<file path="src/hdl/assert_macros.svh">
// assertion macros shared by the deframer modules
// depends on nothing; include with the bare file name
`ifndef ASSERT_MACROS_SVH
`define ASSERT_MACROS_SVH

// check a property on every rising clock edge outside reset
`define CLDF_ASSERT(lbl, clk, rst_n, prop, msg) \
    lbl: assert property (@(posedge clk) disable iff (!rst_n) prop) else $error(msg);

// check that a condition implies a consequence in the same cycle
`define CLDF_ASSERT_IMPL(lbl, clk, rst_n, cond, conseq, msg) \
    `CLDF_ASSERT(lbl, clk, rst_n, (cond) |-> (conseq), msg)

`endif

</file>
<file path="src/hdl/cldf_pkg.sv">
// types, constants and the per-byte header parse function of the deframer
// depends on nothing
package cldf_pkg;

    localparam int LINE_BUFFER_BYTES = 80;
    localparam int MAX_LENGTH_DIGITS = 7;
    localparam int KEY_LEN           = 14;

    localparam int LC_W   = $clog2(LINE_BUFFER_BYTES + 1);
    localparam int DC_W   = $clog2(MAX_LENGTH_DIGITS + 2);
    localparam int KEY_W  = $clog2(KEY_LEN);
    localparam int LEN_W  = 31;
    localparam int PROD_W = LEN_W + 4;

    localparam logic [LEN_W-1:0] LEN_MAX = {LEN_W{1'b1}};

    // result kinds
    localparam logic [1:0] KIND_BODY       = 2'd0;
    localparam logic [1:0] KIND_EMPTY      = 2'd1;
    localparam logic [1:0] KIND_BAD_LENGTH = 2'd2;
    localparam logic [1:0] KIND_CLOSED     = 2'd3;

    // special characters
    localparam logic [7:0] CHAR_NUL   = 8'h00;
    localparam logic [7:0] CHAR_LF    = 8'h0A;
    localparam logic [7:0] CHAR_CR    = 8'h0D;
    localparam logic [7:0] CHAR_SPACE = 8'h20;
    localparam logic [7:0] CHAR_ZERO  = 8'h30;
    localparam logic [7:0] CHAR_NINE  = 8'h39;
    localparam logic [7:0] CHAR_COLON = 8'h3A;

    typedef enum logic [1:0] {
        PHASE_HEADER = 2'b01,
        PHASE_BODY   = 2'b10
    } phase_t;

    typedef struct packed {
        logic [7:0] rx_byte;
        logic       conn_closed;
    } item_t;

    typedef struct packed {
        logic [1:0] kind;
        logic [7:0] body_byte;
        logic       last;
    } result_t;

    // per-line parse flags
    typedef struct packed {
        logic            key_match;
        logic            key_is_len;
        logic            colon_seen;
        logic            skip_spaces;
        logic            zero_seen;
        logic [DC_W-1:0] digit_count;
        logic            value_bad;
    } line_t;

    typedef struct packed {
        line_t            line;
        logic [LEN_W-1:0] msg_len;
    } parse_t;

    localparam line_t LINE_CLEAR = '{
        key_match:   1'b1,
        key_is_len:  1'b0,
        colon_seen:  1'b0,
        skip_spaces: 1'b0,
        zero_seen:   1'b0,
        digit_count: '0,
        value_bad:   1'b0
    };

    // characters of the length key
    function automatic logic [7:0] key_char(input logic [KEY_W-1:0] pos);
        logic [7:0] c;
        unique case (pos)
            KEY_W'(0):  c = 8'h43; // C
            KEY_W'(1):  c = 8'h6F; // o
            KEY_W'(2):  c = 8'h6E; // n
            KEY_W'(3):  c = 8'h74; // t
            KEY_W'(4):  c = 8'h65; // e
            KEY_W'(5):  c = 8'h6E; // n
            KEY_W'(6):  c = 8'h74; // t
            KEY_W'(7):  c = 8'h2D; // -
            KEY_W'(8):  c = 8'h4C; // L
            KEY_W'(9):  c = 8'h65; // e
            KEY_W'(10): c = 8'h6E; // n
            KEY_W'(11): c = 8'h67; // g
            KEY_W'(12): c = 8'h74; // t
            KEY_W'(13): c = 8'h68; // h
            default:    c = 8'h00;
        endcase
        return c;
    endfunction

    // one content byte of a header line at position idx
    function automatic parse_t feed_content(input parse_t s, input logic [7:0] ch,
                                            input logic [LC_W-1:0] idx);
        parse_t            r;
        logic [DC_W-1:0]   cnt;
        logic [PROD_W-1:0] prod;
        logic [PROD_W-1:0] ext;
        r    = s;
        ext  = PROD_W'(s.msg_len);
        prod = (ext << 3) + (ext << 1) + PROD_W'(ch[3:0]);
        cnt  = s.line.digit_count;
        if (idx >= LC_W'(LINE_BUFFER_BYTES - 2) || s.line.zero_seen)
        begin
            r = s;
        end
        else if (ch == CHAR_NUL)
        begin
            r.line.zero_seen = 1'b1;
        end
        else if (!s.line.colon_seen)
        begin
            if (ch == CHAR_COLON)
            begin
                r.line.colon_seen  = 1'b1;
                r.line.skip_spaces = 1'b1;
            end
            else if (s.line.key_match && idx < LC_W'(KEY_LEN) &&
                     ch == key_char(idx[KEY_W-1:0]))
            begin
                if (idx == LC_W'(KEY_LEN - 1))
                begin
                    r.line.key_is_len = 1'b1;
                end
            end
            else
            begin
                r.line.key_match  = 1'b0;
                r.line.key_is_len = 1'b0;
            end
        end
        else if (!s.line.key_is_len || (s.line.skip_spaces && ch == CHAR_SPACE))
        begin
            r = s;
        end
        else
        begin
            r.line.skip_spaces = 1'b0;
            if (cnt <= DC_W'(MAX_LENGTH_DIGITS))
            begin
                cnt = cnt + DC_W'(1);
            end
            r.line.digit_count = cnt;
            if (cnt > DC_W'(MAX_LENGTH_DIGITS))
            begin
                r.line.value_bad = 1'b1;
            end
            if (ch < CHAR_ZERO || ch > CHAR_NINE)
            begin
                r.line.value_bad = 1'b1;
            end
            else if (prod > PROD_W'(LEN_MAX))
            begin
                r.msg_len = LEN_MAX;
            end
            else
            begin
                r.msg_len = prod[LEN_W-1:0];
            end
        end
        return r;
    endfunction

endpackage

</file>
<file path="src/hdl/content_length_header_deframer.sv">
// top level of the content-length message deframer
// depends on cldf_pkg, cldf_core and cldf_out_buf

// Takes one received byte per transfer and splits the stream into messages
// with CR LF header lines ending at an empty line; a Content-Length header
// sets how many body bytes follow. Each body byte comes out as kind 0 with
// last on the final one; an empty message, a bad length header and a
// connection close come out as status results with last set; the empty message
// and the close start a new message. A byte is taken every cycle while
// item_stall is low: the parse of one byte is a single registered step, and
// its result goes to the output register, or to the skid stage when that is
// held. item_stall rises only when both the output register and its one-entry
// skid stage hold results that the receiver has not taken, so a stalled
// receiver costs at most one extra byte of slack before the input stalls.
module content_length_header_deframer (
    input  logic              clk,
    input  logic              rst_n,
    input  logic              item_valid,
    output logic              item_stall,
    input  cldf_pkg::item_t   item,
    output logic              result_valid,
    input  logic              result_stall,
    output cldf_pkg::result_t result
);

    logic              accept;
    logic              res_valid;
    cldf_pkg::result_t res;
    logic              full;

    // input transfer
    assign item_stall = full;
    assign accept     = item_valid && !full;

    cldf_core u_core (
        .clk       (clk),
        .rst_n     (rst_n),
        .accept    (accept),
        .item      (item),
        .res_valid (res_valid),
        .res       (res)
    );

    cldf_out_buf u_out_buf (
        .clk          (clk),
        .rst_n        (rst_n),
        .push         (res_valid),
        .push_data    (res),
        .full         (full),
        .result_valid (result_valid),
        .result_stall (result_stall),
        .result       (result)
    );

endmodule

</file>
<file path="src/hdl/cldf_core.sv">
// header parser and body counter: one received byte per transfer
// depends on cldf_pkg and assert_macros.svh
`include "assert_macros.svh"

module cldf_core (
    input  logic            clk,
    input  logic            rst_n,
    input  logic            accept,
    input  cldf_pkg::item_t item,
    output logic            res_valid,
    output cldf_pkg::result_t res
);

    cldf_pkg::phase_t                  phase_reg, phase_next;
    logic [cldf_pkg::LC_W-1:0]         line_count_reg, line_count_next;
    logic                              prev_cr_reg, prev_cr_next;
    cldf_pkg::line_t                   line_reg, line_next;
    logic [cldf_pkg::LEN_W-1:0]        msg_len_reg, msg_len_next;
    logic [cldf_pkg::LEN_W-1:0]        body_left_reg, body_left_next;

    logic [cldf_pkg::LC_W-1:0]         idx;
    logic [cldf_pkg::LC_W-1:0]         idx_inc;
    logic                              fin;
    cldf_pkg::parse_t                  p_cur;
    cldf_pkg::parse_t                  p_cr;
    cldf_pkg::parse_t                  p_out;

    assign idx     = line_count_reg;
    assign idx_inc = (idx < cldf_pkg::LC_W'(cldf_pkg::LINE_BUFFER_BYTES)) ?
                     idx + cldf_pkg::LC_W'(1) : idx;
    assign fin     = (body_left_reg <= cldf_pkg::LEN_W'(1));

    // a pending cr becomes content once the next byte is not lf
    always_comb
    begin
        p_cur = '{line: line_reg, msg_len: msg_len_reg};
        p_cr  = prev_cr_reg ?
                cldf_pkg::feed_content(p_cur, cldf_pkg::CHAR_CR, idx - cldf_pkg::LC_W'(1)) :
                p_cur;
        p_out = (item.rx_byte != cldf_pkg::CHAR_CR) ?
                cldf_pkg::feed_content(p_cr, item.rx_byte, idx) : p_cr;
    end

    // next state and result for the accepted byte
    always_comb
    begin
        phase_next      = phase_reg;
        line_count_next = line_count_reg;
        prev_cr_next    = prev_cr_reg;
        line_next       = line_reg;
        msg_len_next    = msg_len_reg;
        body_left_next  = body_left_reg;
        res_valid       = 1'b0;
        res             = '{kind: cldf_pkg::KIND_BODY, body_byte: 8'h00, last: 1'b1};
        if (accept)
        begin
            if (item.conn_closed)
            begin
                phase_next      = cldf_pkg::PHASE_HEADER;
                line_count_next = '0;
                prev_cr_next    = 1'b0;
                line_next       = cldf_pkg::LINE_CLEAR;
                msg_len_next    = '0;
                body_left_next  = '0;
                res_valid       = 1'b1;
                res.kind        = cldf_pkg::KIND_CLOSED;
            end
            else
            begin
                unique case (phase_reg)
                    cldf_pkg::PHASE_BODY:
                    begin
                        res_valid     = 1'b1;
                        res.kind      = cldf_pkg::KIND_BODY;
                        res.body_byte = item.rx_byte;
                        res.last      = fin;
                        if (body_left_reg != '0)
                        begin
                            body_left_next = body_left_reg - cldf_pkg::LEN_W'(1);
                        end
                        if (fin)
                        begin
                            phase_next      = cldf_pkg::PHASE_HEADER;
                            line_count_next = '0;
                            prev_cr_next    = 1'b0;
                            line_next       = cldf_pkg::LINE_CLEAR;
                            msg_len_next    = '0;
                            body_left_next  = '0;
                        end
                    end
                    cldf_pkg::PHASE_HEADER:
                    begin
                        line_count_next = idx_inc;
                        if (prev_cr_reg && item.rx_byte == cldf_pkg::CHAR_LF)
                        begin
                            line_count_next = '0;
                            prev_cr_next    = 1'b0;
                            line_next       = cldf_pkg::LINE_CLEAR;
                            if (idx == cldf_pkg::LC_W'(1))
                            begin
                                // empty line closes the header
                                if (msg_len_reg == '0)
                                begin
                                    res_valid = 1'b1;
                                    res.kind  = cldf_pkg::KIND_EMPTY;
                                end
                                else
                                begin
                                    body_left_next = msg_len_reg;
                                    phase_next     = cldf_pkg::PHASE_BODY;
                                end
                            end
                            else if (line_reg.key_is_len &&
                                     (!line_reg.colon_seen || line_reg.value_bad))
                            begin
                                res_valid    = 1'b1;
                                res.kind     = cldf_pkg::KIND_BAD_LENGTH;
                                msg_len_next = '0;
                            end
                        end
                        else
                        begin
                            prev_cr_next = (item.rx_byte == cldf_pkg::CHAR_CR);
                            line_next    = p_out.line;
                            msg_len_next = p_out.msg_len;
                        end
                    end
                    default:
                    begin
                        phase_next = cldf_pkg::PHASE_HEADER;
                    end
                endcase
            end
        end
    end

    // state registers
    always_ff @(posedge clk or negedge rst_n)
    begin
        if (!rst_n)
        begin
            phase_reg      <= cldf_pkg::PHASE_HEADER;
            line_count_reg <= '0;
            prev_cr_reg    <= 1'b0;
            line_reg       <= cldf_pkg::LINE_CLEAR;
            msg_len_reg    <= '0;
            body_left_reg  <= '0;
        end
        else
        begin
            phase_reg      <= phase_next;
            line_count_reg <= line_count_next;
            prev_cr_reg    <= prev_cr_next;
            line_reg       <= line_next;
            msg_len_reg    <= msg_len_next;
            body_left_reg  <= body_left_next;
        end
    end

    `CLDF_ASSERT_IMPL(a_body_has_bytes, clk, rst_n, phase_reg == cldf_pkg::PHASE_BODY, body_left_reg != '0, "body phase with no bytes left")
    `CLDF_ASSERT_IMPL(a_header_no_body, clk, rst_n, phase_reg == cldf_pkg::PHASE_HEADER, body_left_reg == '0, "body count left over in header")
    `CLDF_ASSERT(a_line_count_cap, clk, rst_n, line_count_reg <= cldf_pkg::LC_W'(cldf_pkg::LINE_BUFFER_BYTES), "line count past its cap")
    `CLDF_ASSERT(a_digit_count_cap, clk, rst_n, line_reg.digit_count <= cldf_pkg::DC_W'(cldf_pkg::MAX_LENGTH_DIGITS + 1), "digit count past its cap")

endmodule

</file>
<file path="src/hdl/cldf_out_buf.sv">
// result register with a skid stage so the parser keeps taking bytes
// depends on cldf_pkg and assert_macros.svh
`include "assert_macros.svh"

module cldf_out_buf (
    input  logic              clk,
    input  logic              rst_n,
    input  logic              push,
    input  cldf_pkg::result_t push_data,
    output logic              full,
    output logic              result_valid,
    input  logic              result_stall,
    output cldf_pkg::result_t result
);

    logic              out_valid_reg, out_valid_next;
    cldf_pkg::result_t out_data_reg, out_data_next;
    logic              skid_valid_reg, skid_valid_next;
    cldf_pkg::result_t skid_data_reg, skid_data_next;
    logic              drain;

    assign drain        = out_valid_reg && !result_stall;
    assign full         = skid_valid_reg;
    assign result_valid = out_valid_reg;
    assign result       = out_data_reg;

    // move results: skid first, then a new push
    always_comb
    begin
        out_valid_next  = out_valid_reg;
        out_data_next   = out_data_reg;
        skid_valid_next = skid_valid_reg;
        skid_data_next  = skid_data_reg;
        priority if (skid_valid_reg)
        begin
            if (drain)
            begin
                out_data_next   = skid_data_reg;
                skid_valid_next = 1'b0;
            end
        end
        else if (push)
        begin
            if (!out_valid_reg || drain)
            begin
                out_valid_next = 1'b1;
                out_data_next  = push_data;
            end
            else
            begin
                skid_valid_next = 1'b1;
                skid_data_next  = push_data;
            end
        end
        else if (drain)
        begin
            out_valid_next = 1'b0;
        end
    end

    // valid flags
    always_ff @(posedge clk or negedge rst_n)
    begin
        if (!rst_n)
        begin
            out_valid_reg  <= 1'b0;
            skid_valid_reg <= 1'b0;
        end
        else
        begin
            out_valid_reg  <= out_valid_next;
            skid_valid_reg <= skid_valid_next;
        end
    end

    // payload registers
    always_ff @(posedge clk)
    begin
        out_data_reg  <= out_data_next;
        skid_data_reg <= skid_data_next;
    end

    `CLDF_ASSERT_IMPL(a_skid_behind_out, clk, rst_n, skid_valid_reg, out_valid_reg, "skid holds a result ahead of the output")
    `CLDF_ASSERT_IMPL(a_no_push_when_full, clk, rst_n, skid_valid_reg, !push, "push while the skid stage is full")
    `CLDF_ASSERT_IMPL(a_skid_holds, clk, rst_n, skid_valid_reg && result_stall, ##1 skid_valid_reg, "skid result lost during stall")

endmodule
</file>
<file path="config.mk">
export PLATFORM = sky130hd
export DESIGN_NAME = content_length_header_deframer
export DESIGN_NICKNAME = d
export VERILOG_FILES = /design/src/hdl/cldf_pkg.sv /design/src/hdl/content_length_header_deframer.sv /design/src/hdl/cldf_core.sv /design/src/hdl/cldf_out_buf.sv
export VERILOG_INCLUDE_DIRS = /design/src /design/src/hdl
export SDC_FILE = /design/constraint.sdc
export NUM_CORES = 1
export LEC_CHECK = 0
export ABC_AREA = 1
export BUFFER_PORTS_ARGS = -buffer_cell sky130_fd_sc_hd__clkbuf_2
export CAP_MARGIN = 20
export CORE_AREA = 3 3 192 119
export DETAILED_ROUTE_END_ITERATION = 16
export DIE_AREA = 0 0 195 122
export GPL_TIMING_DRIVEN = 1
export PLACE_DENSITY = 0.69
export SLEW_MARGIN = 5
export SYNTH_ARGS = -nofsm -noshare
export SYNTH_HDL_FRONTEND = slang
export SYNTH_SLANG_ARGS = --single-unit
</file>
<file path="constraint.sdc">
create_clock -name clk -period 6 [get_ports clk]
set_input_delay 1.2 -clock clk [delete_from_list [all_inputs] [get_ports clk]]
set_output_delay 1.2 -clock clk [all_outputs]
set_load 0.1 [all_outputs]
</file>
# Yosys cells after proc, flatten, opt, wreduce, memory -nomap -nowiden

Memory sizes are Yosys's and may differ from the RTL's.
Cells that the tools add are included.

Add/sub/neg operators: 7
Magnitude comparators: 12
Equal/unequal tests: 22
Muxes and demuxes: 98
Bitwise logic cells: 2
Reductions and logical operators: 35

Operators with widths:

| kind                                                                              | count |
|---|---|
| 31-bit two-way mux                                                                | 13 |
| 41-bit two-way mux                                                                | 4 |
| 36-bit two-way mux                                                                | 4 |
| 31-bit case mux with 2 select lines                                               | 2 |
| 11-bit two-way mux                                                                | 5 |
| 8-bit two-way mux                                                                 | 6 |
| 39-bit two-way mux                                                                | 1 |
| 34-bit by 32-bit adder with 35-bit output                                         | 1 |
| 35-bit by 4-bit adder with 35-bit output                                          | 1 |
| 35-bit by 31-bit greater-than comparator with 1-bit output, second input constant | 1 |
| 4-bit two-way mux                                                                 | 8 |
| 31-bit by 1-bit less-or-equal comparator with 1-bit output, second input constant | 1 |
| 31-bit logical NOT                                                                | 1 |
| 31-bit nonzero test                                                               | 1 |
| 31-bit by 1-bit subtractor with 31-bit output, second input constant              | 1 |
| 10-bit two-way mux                                                                | 3 |
| 1-bit two-way mux                                                                 | 28 |
| 7-bit two-way mux                                                                 | 4 |
| 2-bit two-way mux                                                                 | 13 |
| 10-bit case mux with 2 select lines                                               | 1 |
| 9-bit two-way mux                                                                 | 2 |
| 8-bit by 4-bit equality test with 1-bit output, second input constant             | 2 |
| 8-bit by 6-bit equality test with 1-bit output, second input constant             | 2 |
| 7-bit by 4-bit equality test with 1-bit output, second input constant             | 2 |
| other kinds (36)                                                                  | 69 |

Flip-flop bits (word level): 106
Memory bits (read-only): 224
Input bits: 13
Output and inout port bits: 13
Memories: 2

Memories:

| memory          | words | width | read ports | clocked after Yosys merged registers in | write ports | RTL line       | text |
|---|---|---|---|---|---|---|---|
| (no name shown) | 16    | 7     | 1          | 0                                       | 0           | cldf_pkg.sv:77 | `unique case (pos)` |
| (no name shown) | 16    | 7     | 1          | 0                                       | 0           | cldf_pkg.sv:77 |  |

# Longest topological paths before layout

Depth in word-level cells: 27
Gate-level depth with buffers: 19
Depth with buffers taken out: 19

# Modules after synthesis

Synthesis repeated with hierarchy kept, for this count alone.

Cells, all modules: 1287
Area total of the unflattened synthesis: 9172.5 sq um

Modules (own cells, without submodules):

| module                         | times used | cells an instance | area each (sq um) | sequential area each (sq um) |
|---|---|---|---|---|
| cldf_core                      | 1          | 1206              | 8222.9            | 2054.5 |
| cldf_out_buf                   | 1          | 79                | 939.7             | 710.7 |
| content_length_header_deframer | 1          | 2                 | 10.0              | 0.0 |

# Worst setup path after synthesis

Ideal clock, no wire load.

Kind: in2reg
Start point: input item[4] (netlist bit)
End point: register u_core.msg_len_reg[10] (netlist bit)
Library setup time: 117 ps
Arrival time: 3531 ps
Path slack: 2351 ps
Cell stages on the path: 16
Buffers on the path: 1
Path through: inv_2 -> fa_1 -> fa_1 -> o21ai_1 -> nand2_1 -> nand2_1 -> nand2_1 -> nand2_1 -> nand2_1 -> nand3_1 -> nand2_1 -> nor2_1 -> buf_4 -> nand3_1 -> nand3_1 -> nand2_1

Word-level cells in the longest chain between the ends: 12
Elaborated cells between the ends (all ways): 25
Those cells by class: add/sub (1); order compare (3); eq/ne (5); mux (10); reduce/logical (6)

RTL lines:

| what                                                       | RTL line                             | text |
|---|---|---|
| start, declared                                            | content_length_header_deframer.sv:20 | `input cldf_pkg::item_t item,` |
| 35-bit by 4-bit adder with 35-bit output                   | cldf_pkg.sv:106                      | `prod = (ext << 3) + (ext << 1) + PROD_W'(ch[3:0]);` |
| 35-bit by 31-bit greater-than comparator with 1-bit output | cldf_pkg.sv:157                      | `else if (prod > PROD_W'(LEN_MAX))` |
| 31-bit two-way mux                                         | cldf_pkg.sv:157                      |  |
| 31-bit two-way mux                                         | cldf_pkg.sv:153                      | `if (ch < CHAR_ZERO \|\| ch > CHAR_NINE)` |
| 36-bit two-way mux                                         | cldf_pkg.sv:137                      | `else if (!s.line.key_is_len \|\| (s.line.skip_spaces && ch == CHAR_SPACE))` |
| 36-bit two-way mux                                         | cldf_pkg.sv:116                      | `else if (!s.line.colon_seen)` |
| 36-bit two-way mux                                         | cldf_pkg.sv:112                      | `else if (ch == CHAR_NUL)` |
| 41-bit two-way mux                                         | cldf_pkg.sv:108                      | `if (idx >= LC_W'(LINE_BUFFER_BYTES - 2) \|\| s.line.zero_seen)` |
| 41-bit two-way mux                                         | cldf_core.sv:40                      | `p_out = (item.rx_byte != cldf_pkg::CHAR_CR) ?` |
| 31-bit two-way mux                                         | cldf_core.sv:94                      | `if (prev_cr_reg && item.rx_byte == cldf_pkg::CHAR_LF)` |
| 31-bit case mux with 2 select lines                        | cldf_core.sv:70                      | `unique case (phase_reg)` |
| 31-bit two-way mux                                         | cldf_core.sv:57                      | `if (item.conn_closed)` |
| end signal, assigned                                       | cldf_core.sv:155                     | `msg_len_reg <= msg_len_next;` |
| end, declared                                              | cldf_core.sv:18                      | `logic [cldf_pkg::LEN_W-1:0] msg_len_reg, msg_len_next;` |

Several ways; a longest one is shown, not always the timed one.
A chain may end at the register's enable or synchronous reset.

# Worst setup path in the final report

Start point: input item[4] (netlist bit)
End point: register u_core.msg_len_reg[18] (netlist bit)

The elaborated chain is that of the path after synthesis.

==> results.txt <==
The run finished with clean final reports. The max-slew violation count is 0. The length in cells of the worst reg-to-reg path is 14.

The cell depth of the worst hold path is 2. The number of buffers on the longest clock path is 2. The number of sinks on the clock net is 106. Based on the critical path, the design can be clocked at up to 259.5 MHz. The first global-routing pass estimated 41760 um of wire.

After synthesis, the most frequently instantiated cells are nand2_1, inv_1, nand3_1. The detailed-route wire length per cell came out at 16.63 um. In this run, CTS created clock tree buffers numbering 9. The number of nets still failing antenna checks after routing is 0. The min-delay analysis places its worst path in the category reg2reg. The worst slack after detailed placement came out at 1764 ps.

The count of boundary I/O pins is 26. Measured against its own limit, the worst slew margin works out to 0.3383. The hold buffer count at cts is 0. The XOR/XNOR share of the synthesized area came out at 0.05675. The post-cts sizing count came out at 0. The area overhead of the layout relative to synthesis came out at 7.049%. The full die area came out at 23790 um2. The aggregate global-route resource usage came out at 0.2192. The class of the most critical setup path is in2reg. After synthesis the cells add up to 9106 um2. The most common cell in the synthesized netlist is nand2_1. The die height came out at 122 um. The share of post-route cells with drive strength above 1 is 0.07382. The maximum fanout along the worst path is 31.

The count of TritonRoute iterations in the first routing pass came out at 6. The post-CTS setup buffer count is 0. The number of library cell types mapped by synthesis is 50. Entering global routing, the biggest net connects 60 pins. STA puts the critical path data arrival time at 4130 ps. STA puts the critical path data required time at 6270 ps. The fraction of the yosys area taken by sequential cells came out at 0.3037. The repair_antennas step left the layout with diodes totalling 0. The final worst-path setup slack came out at 2146 ps. The number of fill cells came out at 2098. The congestion estimate from routability-driven global placement came to 0.9859. The setup TNS came out at 0 ps.

The minimum clock period is 3854 ps. The initial antenna violation count was 0. The main combinational cell family by area after synthesis is simple AND/OR/NAND/NOR gates. On the critical path, the stage with the largest delay is an instance of fa_1.

The portion of netlist area occupied by mux cells is 0. The flop and latch count out of synthesis came out at 106. The cell with the most instances on the worst path is nand2_1.

The slew of the pin with the lowest slew margin is 991.4 ps. The delay of the slowest cell on the worst path came out at 540 ps. The start of the worst register-to-register path is u_core.phase_reg[1].

The H-tree generated during clock tree synthesis spans 3 levels. The fraction of the mapped netlist area in adder cells is 0.1088. The remaining global-route overflow is 0. VDD sags by at most 298.3 uV. The analysis attributes to cell leakage a power of 5.062 nW.

The Yosys warning count is 0. The endpoint kind of the worst setup timing path is a register. The initial utilization of the core area, before any placement, comes to 0.4330.

The number of remaining DRC errors came out at 0. The final worst-path cycle share is 0.6424. The top cell type's share of synthesized area came out at 0.2253. The cell type with the highest aggregate area in the netlist is dfrtp_1. With fillers left out, the area of the finished cells amounts to 9748 um2. The post-synthesis async set-or-reset flop share came out at 0.7925. The mean area per synthesized cell is 7.148 um2. The half-perimeter wire length of the detailed placement result came out at 20330 um. Traced cell by cell, the critical path runs through clkbuf_2 > inv_2 > fa_1 > fa_1 > o21ai_1 > nand2_1 > nand2_1 > nand2_1 > nand2_1 > nand2_1 > nand3_1 > nand2_1 > nor2_2 > buf_4 > nand3_1 > nand3_1 > nand2_1. After synthesis, the cell types taking the most area are dfrtp_1, nand2_1, ha_1.

The width of the die came out at 195 um. The final layout contains 1373 nets. The max-capacitance violation count came out at 0. The synthesized instance count came out at 1274. The total core area came out at 21030 um2. In the synthesized netlist the dominant register cell turns out to be dfrtp_1. The overall routed net length is 26040 um. The worst clock skew came out at 15.60 ps. The hold violation count in the final report came out at 0. The complex-gate fraction of the synthesized area is 0.1184. The clock transition at the registers of the reported paths came out at 80 ps.

Once placement finished, the instance area stood at 9434 um2. The tree is rooted in a clkbuf_16. The worst-case register-to-register setup slack came out at 2430 ps.

Setup violations remaining at the end of the flow were counted as 0. Setup repair after global routing left no endpoint under its margin. Counting flops with a built-in enable in the synthesized netlist gives 22. The floorplan has 41 rows. The number of DRC violations after detailed-routing iteration 0 is 957. The critical path launch point type is a primary input. The routed layout has 8636 vias.

The net count after synthesis came out at 1365. The path with the worst hold slack has its endpoint at u_core.line_reg[0]. The endpoint identified for the worst register-to-register timing path is u_core.msg_len_reg[16]. The number of global-route vias before repair is 7475.

The source-to-sink clock delay at the later pin of the worst-skew pair came out at 370 ps. TritonCTS built the clock tree. Of the total synthesized cell area, the portion taken by AND, OR, NAND and NOR gates is 0.3306. The worst min-delay path startpoint is u_core.line_reg[0]. The number of input and output port buffers inserted came out at 25. The power density over the cells is 356.1 nW/um2.

After detailed routing, the number of vias per cell comes to 5.515.
[final cells by class]
cell class / count / area, um2 / share of cell area
Tap cell: 279 / 349.1 / 0.03581
Sequential cell: 106 / 2765 / 0.2837
Clock inverter: 6 / 56.30 / 0.005776
Timing Repair Buffer: 34 / 195.2 / 0.02002
Clock buffer: 10 / 250.2 / 0.02567
Inverter: 136 / 520.5 / 0.05339
Multi-Input combinational cell: 995 / 5612 / 0.5757
[layer usage]
metal	part of all wire	GRT usage
met5	0	0
met4	0.0046	0.02759
met3	0.12	0.07435
met2	0.34	0.2522
met1	0.53	0.3759
[worst max-delay path: cells and delay by family]
kind	cells	cell delay, ps
AND/OR/NAND/NOR	11	1090
adder cells (fa/ha/maj)	2	1010
buffers and inverters	3	550
AO/OA/AOI/OAI	1	260
[cells in the final DEF, fill, tap and decap left out, drive strengths merged, types with 2 or more instances in the layout]
master  count
nor2      130
o21a        5
o21ai      77
xor2       34
o22ai      34
nand4      25
o211ai      4
nand2     341
nor3       30
or2         6
and2        2
nor3b       2
clkinv      7
nor4        5
dfstp       2
dfrtp      82
clkbuf     34
a21boi      2
nand3     123
xnor2      25
fa          2
a21o       11
edfxtp     22
ha         76
o21bai      3
buf        10
nand3b      5
inv       135
a21oi      49
[cells by family after synthesis]
logic type	Yosys count
and+or+nand+nor	669
AOI/OAI and AO/OA	189
buffers and inverters	173
DFF	106
adders and majority gates	78
xor gates and xnor gates	59
[where the power goes]
group	switching (mW)	internal [mW]	total [mW]
clock network	0.297	0.314	0.612
logic	1.29	0.556	1.84
registers	0.134	0.884	1.02
[how the worst max path moves through the flow]
stage | from | to | slack, ps | cells past startpoint
6_report | item[4] | u_core.msg_len_reg[18] | 2150 | 17
5_1_grt | item[4] | u_core.msg_len_reg[13] | 1870 | 17
4_1_cts | item[4] | u_core.msg_len_reg[18] | 2170 | 17
3_5_place_dp | item[4] | u_core.msg_len_reg[18] | 1760 | 17
3_3_place_gp | item[4] | u_core.msg_len_reg[19] | 1850 | 17
2_1_floorplan | item[4] | u_core.msg_len_reg[10] | 2350 | 16
[metrics by stage]
stage	power (mW)	instances	hold slack (ps)	util
after CTS	3.467	1565	491.9	0.4631
after global routing	3.709	1566	515.1	0.4635
final	3.472	1566	493.2	0.4635
after global placement	2.825	1549	463.3	0.4485
after floorplan	2.517	1274	448.8	-
after detailed placement	2.848	1549	475.0	0.4485
Power figures use the tool's default switching activity.
